===== src/hdl/slwb_pkg.sv =====
`timescale 1ns / 1ps

package slwb_pkg;

    localparam int MAX_LINE_LENGTH = 4096;
    localparam int CNT_MAX         = 4095;
    // char_position stops at the smaller of the two limits
    localparam int POS_LIMIT = (MAX_LINE_LENGTH - 1 < CNT_MAX) ? MAX_LINE_LENGTH - 1 : CNT_MAX;

    localparam int COL_W = 16;
    localparam int POS_W = 12;
    localparam int CNT_W = 12;
    localparam int TAB_W = 5;

    // remainder unit retires one dividend bit per cycle
    localparam int DIV_STEPS = COL_W;
    localparam int STEP_W    = $clog2(DIV_STEPS);

    localparam logic [COL_W-1:0] MAX_WIDTH_RESET = 16'd80;
    localparam logic [TAB_W-1:0] TAB_WIDTH_RESET = 5'd4;

    localparam logic [7:0] CH_TAB   = 8'h09;
    localparam logic [7:0] CH_SPACE = 8'h20;
    localparam logic [7:0] CH_RPAR  = 8'h29;
    localparam logic [7:0] CH_RBRC  = 8'h7D;

    localparam logic [1:0] CFG_MAX_LINE_WIDTH = 2'd0;
    localparam logic [1:0] CFG_TAB_WIDTH      = 2'd1;

    localparam logic KIND_BREAK = 1'b0;
    localparam logic KIND_TOTAL = 1'b1;

    typedef struct packed {
        logic [7:0] char_code;
        logic       last_char;
    } t_in_word;

    typedef struct packed {
        logic             result_kind;
        logic [COL_W-1:0] result_value;
        logic [CNT_W-1:0] break_number;
        logic             run_end;
    } t_out_word;

    typedef enum logic [1:0] {
        ST_IDLE,
        ST_MOD,
        ST_UPD
    } t_state;

    typedef struct packed {
        logic load;
        logic mod_step;
        logic update;
    } t_dp_cmd;

    typedef struct packed {
        logic need_mod;
        logic out_empty;
    } t_dp_status;

endpackage


===== src/hdl/soft_line_wrap_breaks.sv =====
`timescale 1ns / 1ps
// An accepted character is latched; a tab with nonzero tab width then goes through the
//   bit-serial remainder unit, which takes one column bit per cycle. The line state and
//   results update when the output buffer is empty; only then is the next input taken.
// A character whose results are still queued does not block the next accept.
// Reset (i_rst_n low, synchronous): line state cleared, max_line_width 80, tab_width 4.
module soft_line_wrap_breaks (
    input  logic                       i_clk,
    input  logic                       i_rst_n,
    input  logic                       i_in_valid,
    output logic                       o_in_ready,
    input  slwb_pkg::t_in_word         i_in,
    output logic                       o_out_valid,
    input  logic                       i_out_ready,
    output slwb_pkg::t_out_word        o_out,
    input  logic                       i_cfg_valid,
    output logic                       o_cfg_ready,
    input  logic [1:0]                 i_cfg_index,
    input  logic [slwb_pkg::COL_W-1:0] i_cfg_data
);

    logic [slwb_pkg::COL_W-1:0] r_max_width;
    logic [slwb_pkg::TAB_W-1:0] r_tab_width;
    slwb_pkg::t_dp_cmd          dp_cmd;
    slwb_pkg::t_dp_status       dp_status;

    assign o_cfg_ready = 1'b1;

    always_ff @(posedge i_clk) begin
        if (!i_rst_n) begin
            r_max_width <= slwb_pkg::MAX_WIDTH_RESET;
            r_tab_width <= slwb_pkg::TAB_WIDTH_RESET;
        end else if (i_cfg_valid) begin
            if (i_cfg_index == slwb_pkg::CFG_MAX_LINE_WIDTH) begin
                r_max_width <= i_cfg_data;
            end else if (i_cfg_index == slwb_pkg::CFG_TAB_WIDTH) begin
                r_tab_width <= i_cfg_data[slwb_pkg::TAB_W-1:0];
            end
        end
    end

    slwb_ctrl u_ctrl (
        .i_clk      (i_clk),
        .i_rst_n    (i_rst_n),
        .i_in_valid (i_in_valid),
        .o_in_ready (o_in_ready),
        .i_status   (dp_status),
        .o_cmd      (dp_cmd)
    );

    slwb_dp u_dp (
        .i_clk       (i_clk),
        .i_rst_n     (i_rst_n),
        .i_in        (i_in),
        .i_max_width (r_max_width),
        .i_tab_width (r_tab_width),
        .i_cmd       (dp_cmd),
        .o_status    (dp_status),
        .o_out_valid (o_out_valid),
        .i_out_ready (i_out_ready),
        .o_out       (o_out)
    );

endmodule


===== src/hdl/slwb_ctrl.sv =====
`timescale 1ns / 1ps

module slwb_ctrl (
    input  logic                i_clk,
    input  logic                i_rst_n,
    input  logic                i_in_valid,
    output logic                o_in_ready,
    input  slwb_pkg::t_dp_status i_status,
    output slwb_pkg::t_dp_cmd   o_cmd
);

    slwb_pkg::t_state                  r_state, n_state;
    logic [slwb_pkg::STEP_W-1:0]       r_step_cnt, n_step_cnt;

    always_ff @(posedge i_clk) begin
        if (!i_rst_n) begin
            r_state    <= slwb_pkg::ST_IDLE;
            r_step_cnt <= '0;
        end else begin
            r_state    <= n_state;
            r_step_cnt <= n_step_cnt;
        end
    end

    always_comb begin
        n_state    = r_state;
        n_step_cnt = '0;
        o_in_ready = 1'b0;
        o_cmd      = '0;
        unique case (r_state)
            slwb_pkg::ST_IDLE: begin
                o_in_ready = 1'b1;
                if (i_in_valid) begin
                    o_cmd.load = 1'b1;
                    n_state    = i_status.need_mod ? slwb_pkg::ST_MOD : slwb_pkg::ST_UPD;
                end
            end
            slwb_pkg::ST_MOD: begin
                o_cmd.mod_step = 1'b1;
                n_step_cnt     = r_step_cnt + 1'b1;
                if (r_step_cnt == slwb_pkg::STEP_W'(slwb_pkg::DIV_STEPS - 1)) begin
                    n_state = slwb_pkg::ST_UPD;
                end
            end
            slwb_pkg::ST_UPD: begin
                // results may be a pair of words, so wait for an empty buffer
                if (i_status.out_empty) begin
                    o_cmd.update = 1'b1;
                    n_state      = slwb_pkg::ST_IDLE;
                end
            end
            default: begin
                n_state = slwb_pkg::ST_IDLE;
            end
        endcase
    end

endmodule


===== src/hdl/slwb_dp.sv =====
`timescale 1ns / 1ps

module slwb_dp (
    input  logic                          i_clk,
    input  logic                          i_rst_n,
    input  slwb_pkg::t_in_word            i_in,
    input  logic [slwb_pkg::COL_W-1:0]    i_max_width,
    input  logic [slwb_pkg::TAB_W-1:0]    i_tab_width,
    input  slwb_pkg::t_dp_cmd             i_cmd,
    output slwb_pkg::t_dp_status          o_status,
    output logic                          o_out_valid,
    input  logic                          i_out_ready,
    output slwb_pkg::t_out_word           o_out
);

    localparam int COL_W = slwb_pkg::COL_W;
    localparam int POS_W = slwb_pkg::POS_W;
    localparam int CNT_W = slwb_pkg::CNT_W;
    localparam int TAB_W = slwb_pkg::TAB_W;

    // latched word
    logic [7:0]       r_char;
    logic             r_last;

    // line state
    logic [POS_W-1:0] r_char_pos,   n_char_pos;
    logic [COL_W-1:0] r_total_cols, n_total_cols;
    logic [COL_W-1:0] r_row_cols,   n_row_cols;
    logic [POS_W-1:0] r_brk_pos,    n_brk_pos;
    logic [COL_W-1:0] r_brk_col,    n_brk_col;
    logic             r_pend_space, n_pend_space;
    logic             r_space_seen, n_space_seen;
    logic             r_pend_close, n_pend_close;
    logic [CNT_W-1:0] r_brk_cnt,    n_brk_cnt;

    // remainder unit
    logic [COL_W-1:0] r_div_q;
    logic [TAB_W-1:0] r_rem;
    logic [TAB_W:0]   rem_trial;
    logic [TAB_W-1:0] n_rem;

    // result buffer
    slwb_pkg::t_out_word r_out0, r_out1, n_out0, n_out1;
    logic [1:0]          r_out_cnt, n_res_cnt;

    logic [TAB_W-1:0] adv;
    logic [COL_W:0]   row_sum, tot_sum;
    logic             is_tab, out_pop;

    assign o_status.need_mod  = (i_in.char_code == slwb_pkg::CH_TAB) && (i_tab_width != '0);
    assign o_status.out_empty = (r_out_cnt == 2'd0);

    assign o_out_valid = (r_out_cnt != 2'd0);
    assign o_out       = r_out0;
    assign out_pop     = o_out_valid && i_out_ready;

    // restoring remainder step
    always_comb begin
        rem_trial = {r_rem, r_div_q[COL_W-1]};
        if (rem_trial >= {1'b0, i_tab_width}) begin
            n_rem = TAB_W'(rem_trial - {1'b0, i_tab_width});
        end else begin
            n_rem = rem_trial[TAB_W-1:0];
        end
    end

    always_comb begin
        n_char_pos   = r_char_pos;
        n_brk_pos    = r_brk_pos;
        n_brk_col    = r_brk_col;
        n_pend_space = r_pend_space;
        n_space_seen = r_space_seen;
        n_pend_close = r_pend_close;
        n_brk_cnt    = r_brk_cnt;
        n_out0       = '0;
        n_out1       = '0;
        n_res_cnt    = 2'd0;
        is_tab       = (r_char == slwb_pkg::CH_TAB);

        // take the break point left by the previous character
        if (r_pend_space) begin
            n_brk_pos    = r_char_pos;
            n_brk_col    = r_total_cols;
            n_pend_space = 1'b0;
            n_space_seen = 1'b1;
        end else if (r_pend_close && !r_space_seen) begin
            n_brk_pos    = r_char_pos;
            n_brk_col    = r_total_cols;
            n_pend_close = 1'b0;
        end

        if (is_tab) begin
            adv = (i_tab_width != '0) ? TAB_W'(i_tab_width - r_rem) : '0;
        end else begin
            adv = TAB_W'(1);
        end
        row_sum      = {1'b0, r_row_cols} + (COL_W+1)'(adv);
        tot_sum      = {1'b0, r_total_cols} + (COL_W+1)'(adv);
        n_row_cols   = row_sum[COL_W] ? '1 : row_sum[COL_W-1:0];
        n_total_cols = tot_sum[COL_W] ? '1 : tot_sum[COL_W-1:0];

        if (is_tab || r_char == slwb_pkg::CH_SPACE) begin
            n_pend_space = 1'b1;
        end else if (!n_space_seen && (r_char == slwb_pkg::CH_RPAR ||
                                       r_char == slwb_pkg::CH_RBRC)) begin
            n_pend_close = 1'b1;
        end

        if (n_row_cols >= i_max_width) begin
            // forced break when nothing is remembered
            if (n_brk_pos == '0) begin
                n_brk_pos = r_char_pos;
                n_brk_col = n_total_cols;
            end
            n_out0.result_kind  = slwb_pkg::KIND_BREAK;
            n_out0.result_value = COL_W'(n_brk_pos);
            n_out0.break_number = r_brk_cnt;
            n_out0.run_end      = !r_last;
            n_res_cnt           = 2'd1;
            if (r_brk_cnt != CNT_W'(slwb_pkg::CNT_MAX)) begin
                n_brk_cnt = r_brk_cnt + 1'b1;
            end
            n_row_cols   = n_total_cols - n_brk_col;
            n_brk_pos    = '0;
            n_pend_space = 1'b0;
            n_space_seen = 1'b0;
        end

        if (r_last) begin
            if (n_res_cnt == 2'd1) begin
                n_out1.result_kind  = slwb_pkg::KIND_TOTAL;
                n_out1.result_value = n_total_cols;
                n_out1.break_number = n_brk_cnt;
                n_out1.run_end      = 1'b1;
                n_res_cnt           = 2'd2;
            end else begin
                n_out0.result_kind  = slwb_pkg::KIND_TOTAL;
                n_out0.result_value = n_total_cols;
                n_out0.break_number = n_brk_cnt;
                n_out0.run_end      = 1'b1;
                n_res_cnt           = 2'd1;
            end
            n_char_pos   = '0;
            n_total_cols = '0;
            n_row_cols   = '0;
            n_brk_pos    = '0;
            n_brk_col    = '0;
            n_pend_space = 1'b0;
            n_space_seen = 1'b0;
            n_pend_close = 1'b0;
            n_brk_cnt    = '0;
        end else if (r_char_pos < POS_W'(slwb_pkg::POS_LIMIT)) begin
            n_char_pos = r_char_pos + 1'b1;
        end
    end

    always_ff @(posedge i_clk) begin
        if (i_cmd.load) begin
            r_char  <= i_in.char_code;
            r_last  <= i_in.last_char;
            r_div_q <= r_total_cols;
            r_rem   <= '0;
        end else if (i_cmd.mod_step) begin
            r_div_q <= {r_div_q[COL_W-2:0], 1'b0};
            r_rem   <= n_rem;
        end
    end

    always_ff @(posedge i_clk) begin
        if (!i_rst_n) begin
            r_char_pos   <= '0;
            r_total_cols <= '0;
            r_row_cols   <= '0;
            r_brk_pos    <= '0;
            r_brk_col    <= '0;
            r_pend_space <= 1'b0;
            r_space_seen <= 1'b0;
            r_pend_close <= 1'b0;
            r_brk_cnt    <= '0;
        end else if (i_cmd.update) begin
            r_char_pos   <= n_char_pos;
            r_total_cols <= n_total_cols;
            r_row_cols   <= n_row_cols;
            r_brk_pos    <= n_brk_pos;
            r_brk_col    <= n_brk_col;
            r_pend_space <= n_pend_space;
            r_space_seen <= n_space_seen;
            r_pend_close <= n_pend_close;
            r_brk_cnt    <= n_brk_cnt;
        end
    end

    always_ff @(posedge i_clk) begin
        if (!i_rst_n) begin
            r_out_cnt <= 2'd0;
        end else if (i_cmd.update) begin
            r_out_cnt <= n_res_cnt;
        end else if (out_pop) begin
            r_out_cnt <= r_out_cnt - 1'b1;
        end
    end

    always_ff @(posedge i_clk) begin
        if (i_cmd.update) begin
            r_out0 <= n_out0;
            r_out1 <= n_out1;
        end else if (out_pop) begin
            r_out0 <= r_out1;
        end
    end

    a_out_cnt_range: assert property (@(posedge i_clk) disable iff (!i_rst_n)
        r_out_cnt != 2'd3)
        else $error("result buffer count out of range");

    a_update_on_empty: assert property (@(posedge i_clk) disable iff (!i_rst_n)
        i_cmd.update |-> r_out_cnt == 2'd0)
        else $error("results loaded over pending words");

    a_row_le_total: assert property (@(posedge i_clk) disable iff (!i_rst_n)
        r_row_cols <= r_total_cols)
        else $error("row width exceeds line width");

    a_line_cleared: assert property (@(posedge i_clk) disable iff (!i_rst_n)
        i_cmd.update && r_last |=> r_char_pos == '0 && r_brk_cnt == '0)
        else $error("line state not cleared after last character");

endmodule

===== config.mk =====
export PLATFORM = sky130hd
export DESIGN_NAME = soft_line_wrap_breaks
export DESIGN_NICKNAME = d
export VERILOG_FILES = /design/src/hdl/slwb_pkg.sv /design/src/hdl/soft_line_wrap_breaks.sv /design/src/hdl/slwb_ctrl.sv /design/src/hdl/slwb_dp.sv
export SDC_FILE = /design/constraint.sdc
export NUM_CORES = 1
export LEC_CHECK = 0
export BUFFER_PORTS_ARGS = -buffer_cell sky130_fd_sc_hd__buf_2
export CORE_UTILIZATION = 62
export CTS_CLUSTER_DIAMETER = 40
export DETAILED_ROUTE_END_ITERATION = 10
export PLACE_DENSITY = 0.87
export SLEW_MARGIN = 20
export SYNTH_ARGS = -nofsm -noshare
export SYNTH_HDL_FRONTEND = slang
export SYNTH_HIERARCHICAL = 1
export SYNTH_SLANG_ARGS = --single-unit

===== constraint.sdc =====
create_clock -name i_clk -period 8.06 [get_ports i_clk]
set_input_delay 1.209 -clock i_clk [delete_from_list [all_inputs] [get_ports i_clk]]
set_output_delay 1.209 -clock i_clk [all_outputs]
set_load 0.02 [all_outputs]

Word level (Yosys, flattened, before mapping)

Cells that the tools add are included.

Add/sub/neg operators: 9
Magnitude comparators: 3
Eq/ne operators: 14
Muxes and demuxes: 59
Bitwise gates (word level): 1
Reductions and logical operators: 24

Operators by type and width:

| kind                                                | count |
|---|---|
| two-way mux 16 bit                                  | 13 |
| two-way mux 30 bit                                  | 5 |
| two-way mux 12 bit                                  | 10 |
| adder 16 x 5 -> 17 bit                              | 2 |
| two-way mux 25 bit                                  | 1 |
| adder 12 x 1 -> 12 bit, second input constant       | 2 |
| two-way mux 1 bit                                   | 18 |
| equality test 8 x 4 -> 1 bit, second input constant | 2 |
| equality test 8 x 6 -> 1 bit, second input constant | 2 |
| greater-or-equal comparator 16 bit                  | 1 |
| two-way mux 2 bit                                   | 8 |
| subtractor 16 bit                                   | 1 |
| two-way mux 5 bit                                   | 3 |
| zero test 12 bit                                    | 1 |
| < comparator 12 bit, second input constant          | 1 |
| inequality test 12 bit, second input constant       | 1 |
| subtractor 5 bit                                    | 2 |
| equality test 8 x 7 -> 1 bit, second input constant | 1 |
| AND reduction 2 bit                                 | 4 |
| nonzero test 2 bit                                  | 4 |
| greater-or-equal comparator 6 x 5 -> 1 bit          | 1 |
| zero test 2 bit                                     | 3 |
| one-hot mux 2 bit (3 select lines)                  | 1 |
| AND reduction 3 bit                                 | 2 |
| other kinds (13)                                    | 21 |

Register bits after elaboration: 206
Input port bits: 32
Output and inout port bits: 33
Logic and storage cells: 136

Logic depth before layout (Yosys ltp)

Depth after elaboration: 11
Mapped depth: 27
Mapped depth without buffers: 25

Hierarchy

The synthesis kept the hierarchy.

By module, submodules not included:

| module                | instances | cells each | area an instance (µm²) | seq. area each (µm²) |
|---|---|---|---|---|
| slwb_dp               | 1         | 1141       | 10349.9                | 4404.2 |
| soft_line_wrap_breaks | 1         | 92         | 882.1                  | 420.4 |
| slwb_ctrl             | 1         | 27         | 275.3                  | 120.1 |

Worst setup path before layout

Ideal clock, no wire load.

Path kind: register to register
From: register u_dp.r_char[2]
To: register u_dp/r_out1[27] in the netlist's numbering (data pin)
Setup time: 267 ps
Arrival: 5401 ps
Data required time: 7793 ps
Slack: 2392 ps
Cell stages (with the launch flop): 24
Path buffers: 4
Clock period less this slack: 5668 ps
Cell sequence: edfxtp_1 > or3_4 > or3_4 > nor3_1 > ha_1 > a21oi_1 > nand2b_1 > maj3_1 > o211ai_1 > clkbuf_1 > nand3_1 > ha_1 > a21o_1 > a21o_1 > a21oi_1 > nand2_1 > a21oi_1 > nor2_1 > clkbuf_1 > clkbuf_1 > ha_1 > clkinv_1 > clkbuf_1 > nor2_1

Cells in the longest elaborated chain, start to end: 8
Elaborated cells between the ends (all ways): 10
Those cells by class: 2 x add/sub; 1 x order compare; 2 x eq/ne; 4 x mux; 1 x reduce/logical

Ends and longest elaborated chain:

| item                               | RTL line       | source |
|---|---|---|
| start, declared                    | slwb_dp.sv:22  | `logic [7:0] r_char;` |
| start signal, assigned             | slwb_dp.sv:159 | `r_char <= i_in.char_code;` |
| equality test 8 x 4 -> 1 bit *     | slwb_dp.sv:78  | `is_tab = (r_char == slwb_pkg::CH_TAB);` |
| two-way mux 5 bit *                | slwb_dp.sv:92  | `if (is_tab) begin` |
| adder 16 x 5 -> 17 bit             | slwb_dp.sv:97  | `row_sum = {1'b0, r_row_cols} + (COL_W+1)'(adv);` |
| two-way mux 16 bit                 | slwb_dp.sv:99  | `n_row_cols = row_sum[COL_W] ? '1 : row_sum[COL_W-1:0];` |
| greater-or-equal comparator 16 bit | slwb_dp.sv:109 | `if (n_row_cols >= i_max_width) begin` |
| two-way mux 1 bit                  | slwb_dp.sv:109 |  |
| equality test 1 bit                | slwb_dp.sv:130 | `if (n_res_cnt == 2'd1) begin` |
| AND reduction 2 bit (no line)      | n/a            |  |
| end signal, assigned               | slwb_dp.sv:206 | `r_out1 <= n_out1;` |
| end, declared                      | slwb_dp.sv:43  | `slwb_pkg::t_out_word r_out0, r_out1, n_out0, n_out1;` |

Mark *: on every way between the ends. The rest lies on a longest branch, timed or not.
A chain may end at the register's enable or synchronous reset.

Worst setup path after layout

From: register u_dp.r_char[2]
To: register u_dp.r_out0, in the netlist u_dp/o_out[26] (data pin)

Cells in the longest elaborated chain, start to end: 10
Elaborated cells between the ends (all ways): 12
Those cells by class: 2 x add/sub; 1 x order compare; 2 x eq/ne; 7 x mux

Ends and longest elaborated chain:

| item                               | RTL line       | source |
|---|---|---|
| equality test 8 x 4 -> 1 bit *     | slwb_dp.sv:78  |  |
| two-way mux 5 bit *                | slwb_dp.sv:92  |  |
| adder 16 x 5 -> 17 bit             | slwb_dp.sv:97  |  |
| two-way mux 16 bit                 | slwb_dp.sv:99  |  |
| greater-or-equal comparator 16 bit | slwb_dp.sv:109 |  |
| two-way mux 1 bit                  | slwb_dp.sv:109 |  |
| equality test 1 bit                | slwb_dp.sv:130 |  |
| two-way mux 30 bit *               | slwb_dp.sv:130 |  |
| two-way mux 30 bit *               | slwb_dp.sv:129 | `if (r_last) begin` |
| two-way mux 30 bit *               | slwb_dp.sv:204 | `if (i_cmd.update) begin` |
| end signal, assigned               | slwb_dp.sv:205 | `r_out0 <= n_out0;` |
| end signal, assigned               | slwb_dp.sv:208 | `r_out0 <= r_out1;` |
| end, declared                      | slwb_dp.sv:43  |  |

Marked as above.

==> results.sh <==
export IMPL_synth_compound_area_frac=0.183
export IMPL_r2r_start="u_dp/r_char[2]"
export IMPL_grt_overflow=0
export IMPL_p_leak_uw=0.00492
export IMPL_crit_start="u_dp/r_char[2]"
export IMPL_failed_checks="DRC"
export IMPL_clockPowerShare=0.454
export IMPL_cp_arrival_ps=7090
export IMPL_status="finished, violations left"
export IMPL_die_width_um=138
export IMPL_grt_pass1_wl_um=46400
export IMPL_post_place_ws_ps=1540
export IMPL_cts_tree="done"
export IMPL_io_buffers=63
export IMPL_path_buf_inv=2
export IMPL_grt_pass1_vias=9479
export IMPL_top_layer_used="met4"
export IMPL_rrSetupSlack_ps=1340
export IMPL_fmax_ghz=0.149
export IMPL_yosysWarnings=6
export IMPL_drc=7
export IMPL_h_tree_depth=1
export IMPL_core_mm2=0.0181
export IMPL_initial_core_util=0.636
export IMPL_cts_sinks=205
export IMPL_synth_flop_cell="dfxtp_1"
export IMPL_switching_share=0.259
export IMPL_tns_ps=0
export IMPL_min_from="u_dp/r_brk_col[10]"
export IMPL_crit_family="compound AO/OA/AOI/OAI gates"
export IMPL_p_sw_uw=724
export IMPL_period_share=0.834
export IMPL_cts_root_buf="clkbuf_16"
export IMPL_drt_met1_wl_um=11600
export IMPL_cp_slowest_cell="a21oi_1"
export IMPL_tightest_slew_ps=1080
export IMPL_cts_buffers=28
export IMPL_hold_viol=0
export IMPL_cpPeakStageDelay_ps=610
export IMPL_synth_simple_area_share=0.193
export IMPL_worst_r2r_cell_count=23
export IMPL_synth_xor_area_frac=0.0335
export IMPL_syn_area_per_cell_um2=9.13
export IMPL_synth_top_family_by_area="simple AND/OR/NAND/NOR gates"
export IMPL_nets=1394
export IMPL_finalClockSkew_ps=17.4
export IMPL_drv_cap=0
export IMPL_maxSlewViolCount=0
export IMPL_min_to="u_dp/r_brk_col[10]"
export IMPL_seq_power_share=0.423
export IMPL_p_int_uw=2070
export IMPL_wl_um=29300
export IMPL_cp_required_ps=8430
export IMPL_syn_nets=1349
export IMPL_worst_slack_ps=1340
export IMPL_clkTransAtPathRegs_ps=60
export IMPL_synth_edff_count=84
export IMPL_setup_viol=0
export IMPL_p_comb_frac=0.123
export IMPL_layout_drive_gt1_share=0.140
export IMPL_critPathKind="flop to flop"
export IMPL_relSlewSlack=0.277
export IMPL_crit_cells=23
export IMPL_rsz0062_at_grt="no"
export IMPL_clockBufferDepth=3
export IMPL_ys_ff_latch=205
export IMPL_muxShareOfSynthArea=0.0483
export IMPL_ant_nets=0
export IMPL_ys_types=86
export IMPL_dieArea_mm2=0.0191
export IMPL_p_per_area_mw_per_mm2=216
export IMPL_num_rows=49
export IMPL_endpoint_kind="flop"
export IMPL_num_io_pins=65
export IMPL_synthesis_area_mm2=0.0115
export IMPL_whs_path_depth=2
export IMPL_dr_pass1_iters=8
export IMPL_gr_usage_all_layers=0.299
export IMPL_met2_length_um=14100
export IMPL_hold_buffers=0
export IMPL_crit_chain="or3_4, nor3_1, o21ai_0, ha_1, fa_1, a21oi_1, nand2b_1, maj3_1, o211ai_1, nand2_1, o31a_1, ha_1, a21o_1, a21o_1, a21oi_1, nand2_1, a21oi_1, nor2_2, buf_4, inv_1, and2_1, nand2_1, o2bb2ai_1"
export IMPL_cts_setup_buffers=0
export IMPL_gp_congestion=0.902
export IMPL_wl_per_cell_um=18.8
export IMPL_ir_drop_uv=195
export IMPL_synthAdderAreaFrac=0.0688
export IMPL_critPathMaxFanout=15
export IMPL_start_kind="flop"
export IMPL_drt_iter0_markers=1012
export IMPL_grt_antenna_before_repair=0
export IMPL_seq_area_frac_synth=0.430
export IMPL_synthArstFlopShare=0
export IMPL_period_minus_slack_ps=6720
export IMPL_hold_path_class="flop to flop"
export IMPL_clk_latency_ps=530
export IMPL_dr_wl_met3_um=2600
export IMPL_syn_inst=1260
export IMPL_post_dp_hpwl_um=19500
export IMPL_die_h_um=138
export IMPL_syn_to_final_growth_pct=12.5
export IMPL_antenna_cells=0
export IMPL_cts_resized=0
export IMPL_r2r_end="u_dp/o_out[26]"
export IMPL_grt_max_degree=49
export IMPL_vias_per_cell=6.42
export IMPL_num_vias=9993
## worst max-delay path by stage
stage / endpoint / slack [ps]
final: u_dp/o_out[26] / 1340
after detailed placement: u_dp/o_out[28] / 1540
after global routing: u_dp/o_out[27] / 1030
after CTS: u_dp/o_out[26] / 1520
after global placement: u_dp/r_row_cols[12] / 1770
after floorplan: u_dp/r_out1[27] / 2390
## tightest hold or removal path: stages (launching register included)
cell and delay (ps):
dfxtp_1 310, nand2_1 50, o21ai_1 50
## state kept, by name (all words and copies together) (netlist names), 2 cells and up
register	cells
u_dp/r_brk_cnt	12
u_ctrl/r_step_cnt	4
u_dp/r_div_q	16
r_max_width	16
u_dp/r_brk_col	16
u_ctrl/r_state	2
u_dp/o_out	30
u_dp/r_char	8
r_tab_width	5
u_dp/r_char_pos	12
u_dp/r_row_cols	16
u_dp/r_out_cnt	2
u_dp/r_out1	29
u_dp/r_brk_pos	12
u_dp/r_rem	5
u_dp/r_total_cols	16
## power groups by stage
stage	logic, uW	registers [uW]	clock network, uW
3_3_place_gp	324	1200	0
4_1_cts	337	1180	1290
6_report	343	1180	1270
3_5_place_dp	332	1200	0
2_1_floorplan	196	1230	0
5_1_grt	369	1190	1330
## cell usage in the layout, fill, tap and decap left out, types with 6 or more instances in the layout
master     count
o21ai_1       23
nand4_1       11
ha_1          52
dfxtp_1      121
nand3_1       35
inv_1         49
nor3_1        23
a22oi_1       37
o21a_1         8
mux2_2        20
a211oi_1      10
inv_2          6
buf_4         18
mux2i_1       33
a31oi_1        8
o22ai_1        9
xor2_1        20
nor2b_1       11
clkinv_2       6
clkbuf_16     29
nor4_1        10
nor2_1       121
buf_2         63
and2_1        22
a22o_1        21
o21ai_0       44
nand2_1      150
a21oi_1       73
xnor2_1       24
edfxtp_1      84
and3_1        16
a21o_1        17
clkinv_1       6
o211ai_1      12
nand2b_1      11
## metrics by stage
step           cells  power, uW  hold slack [ps]   util  cell area (um^2)
6_report        1556       2790              450  0.716             12900
2_1_floorplan   1260       1430              418      -             11500
4_1_cts         1556       2800              450  0.716             12900
3_5_place_dp    1504       1530              442  0.662             12000
3_3_place_gp    1504       1520              433  0.662             12000
5_1_grt         1556       2880              472  0.716             12900
## metal layers
layer | vias to the layer above | GRT usage
met3 | 102 | 0.0436
met5 | - | 0
li1 | 4661 | -
met2 | 552 | 0.516
met4 | 0 | 0.131
met1 | 4678 | 0.374
## synth_stat cells (33+ instances only)
| library cell | count | area, um^2 |
|---|---|---|
| inv_1 | 49 | 184 |
| a22oi_1 | 37 | 278 |
| o21ai_0 | 44 | 220 |
| edfxtp_1 | 84 | 2520 |
| nor2_1 | 123 | 462 |
| dfxtp_1 | 121 | 2420 |
| nand3_1 | 35 | 175 |
| mux2i_1 | 33 | 330 |
| nand2_1 | 150 | 563 |
| clkbuf_1 | 51 | 191 |
| a21oi_1 | 74 | 370 |
| ha_1 | 52 | 651 |
## cells by family (layout without fill, tap and decap cells)
family	after synthesis	in the layout
AOI/OAI and AO/OA	316	316
xor gates and xnor gates	44	44
adders and majority gates	61	61
buffers and inverters	122	189
DFF	205	205
muxes	53	53
other	1	1
and+or+nand+nor	458	458
## layout make-up
type | instances | area, um^2
inverters | 56 | 210
clock buffers | 30 | 739
clock inverters | 22 | 235
flip-flops and latches | 205 | 4940
fillers | 1308 | 5140
multi-input cells | 933 | 6080
well taps | 229 | 287
repair buffers | 81 | 450
Power figures use the tool's default switching activity.
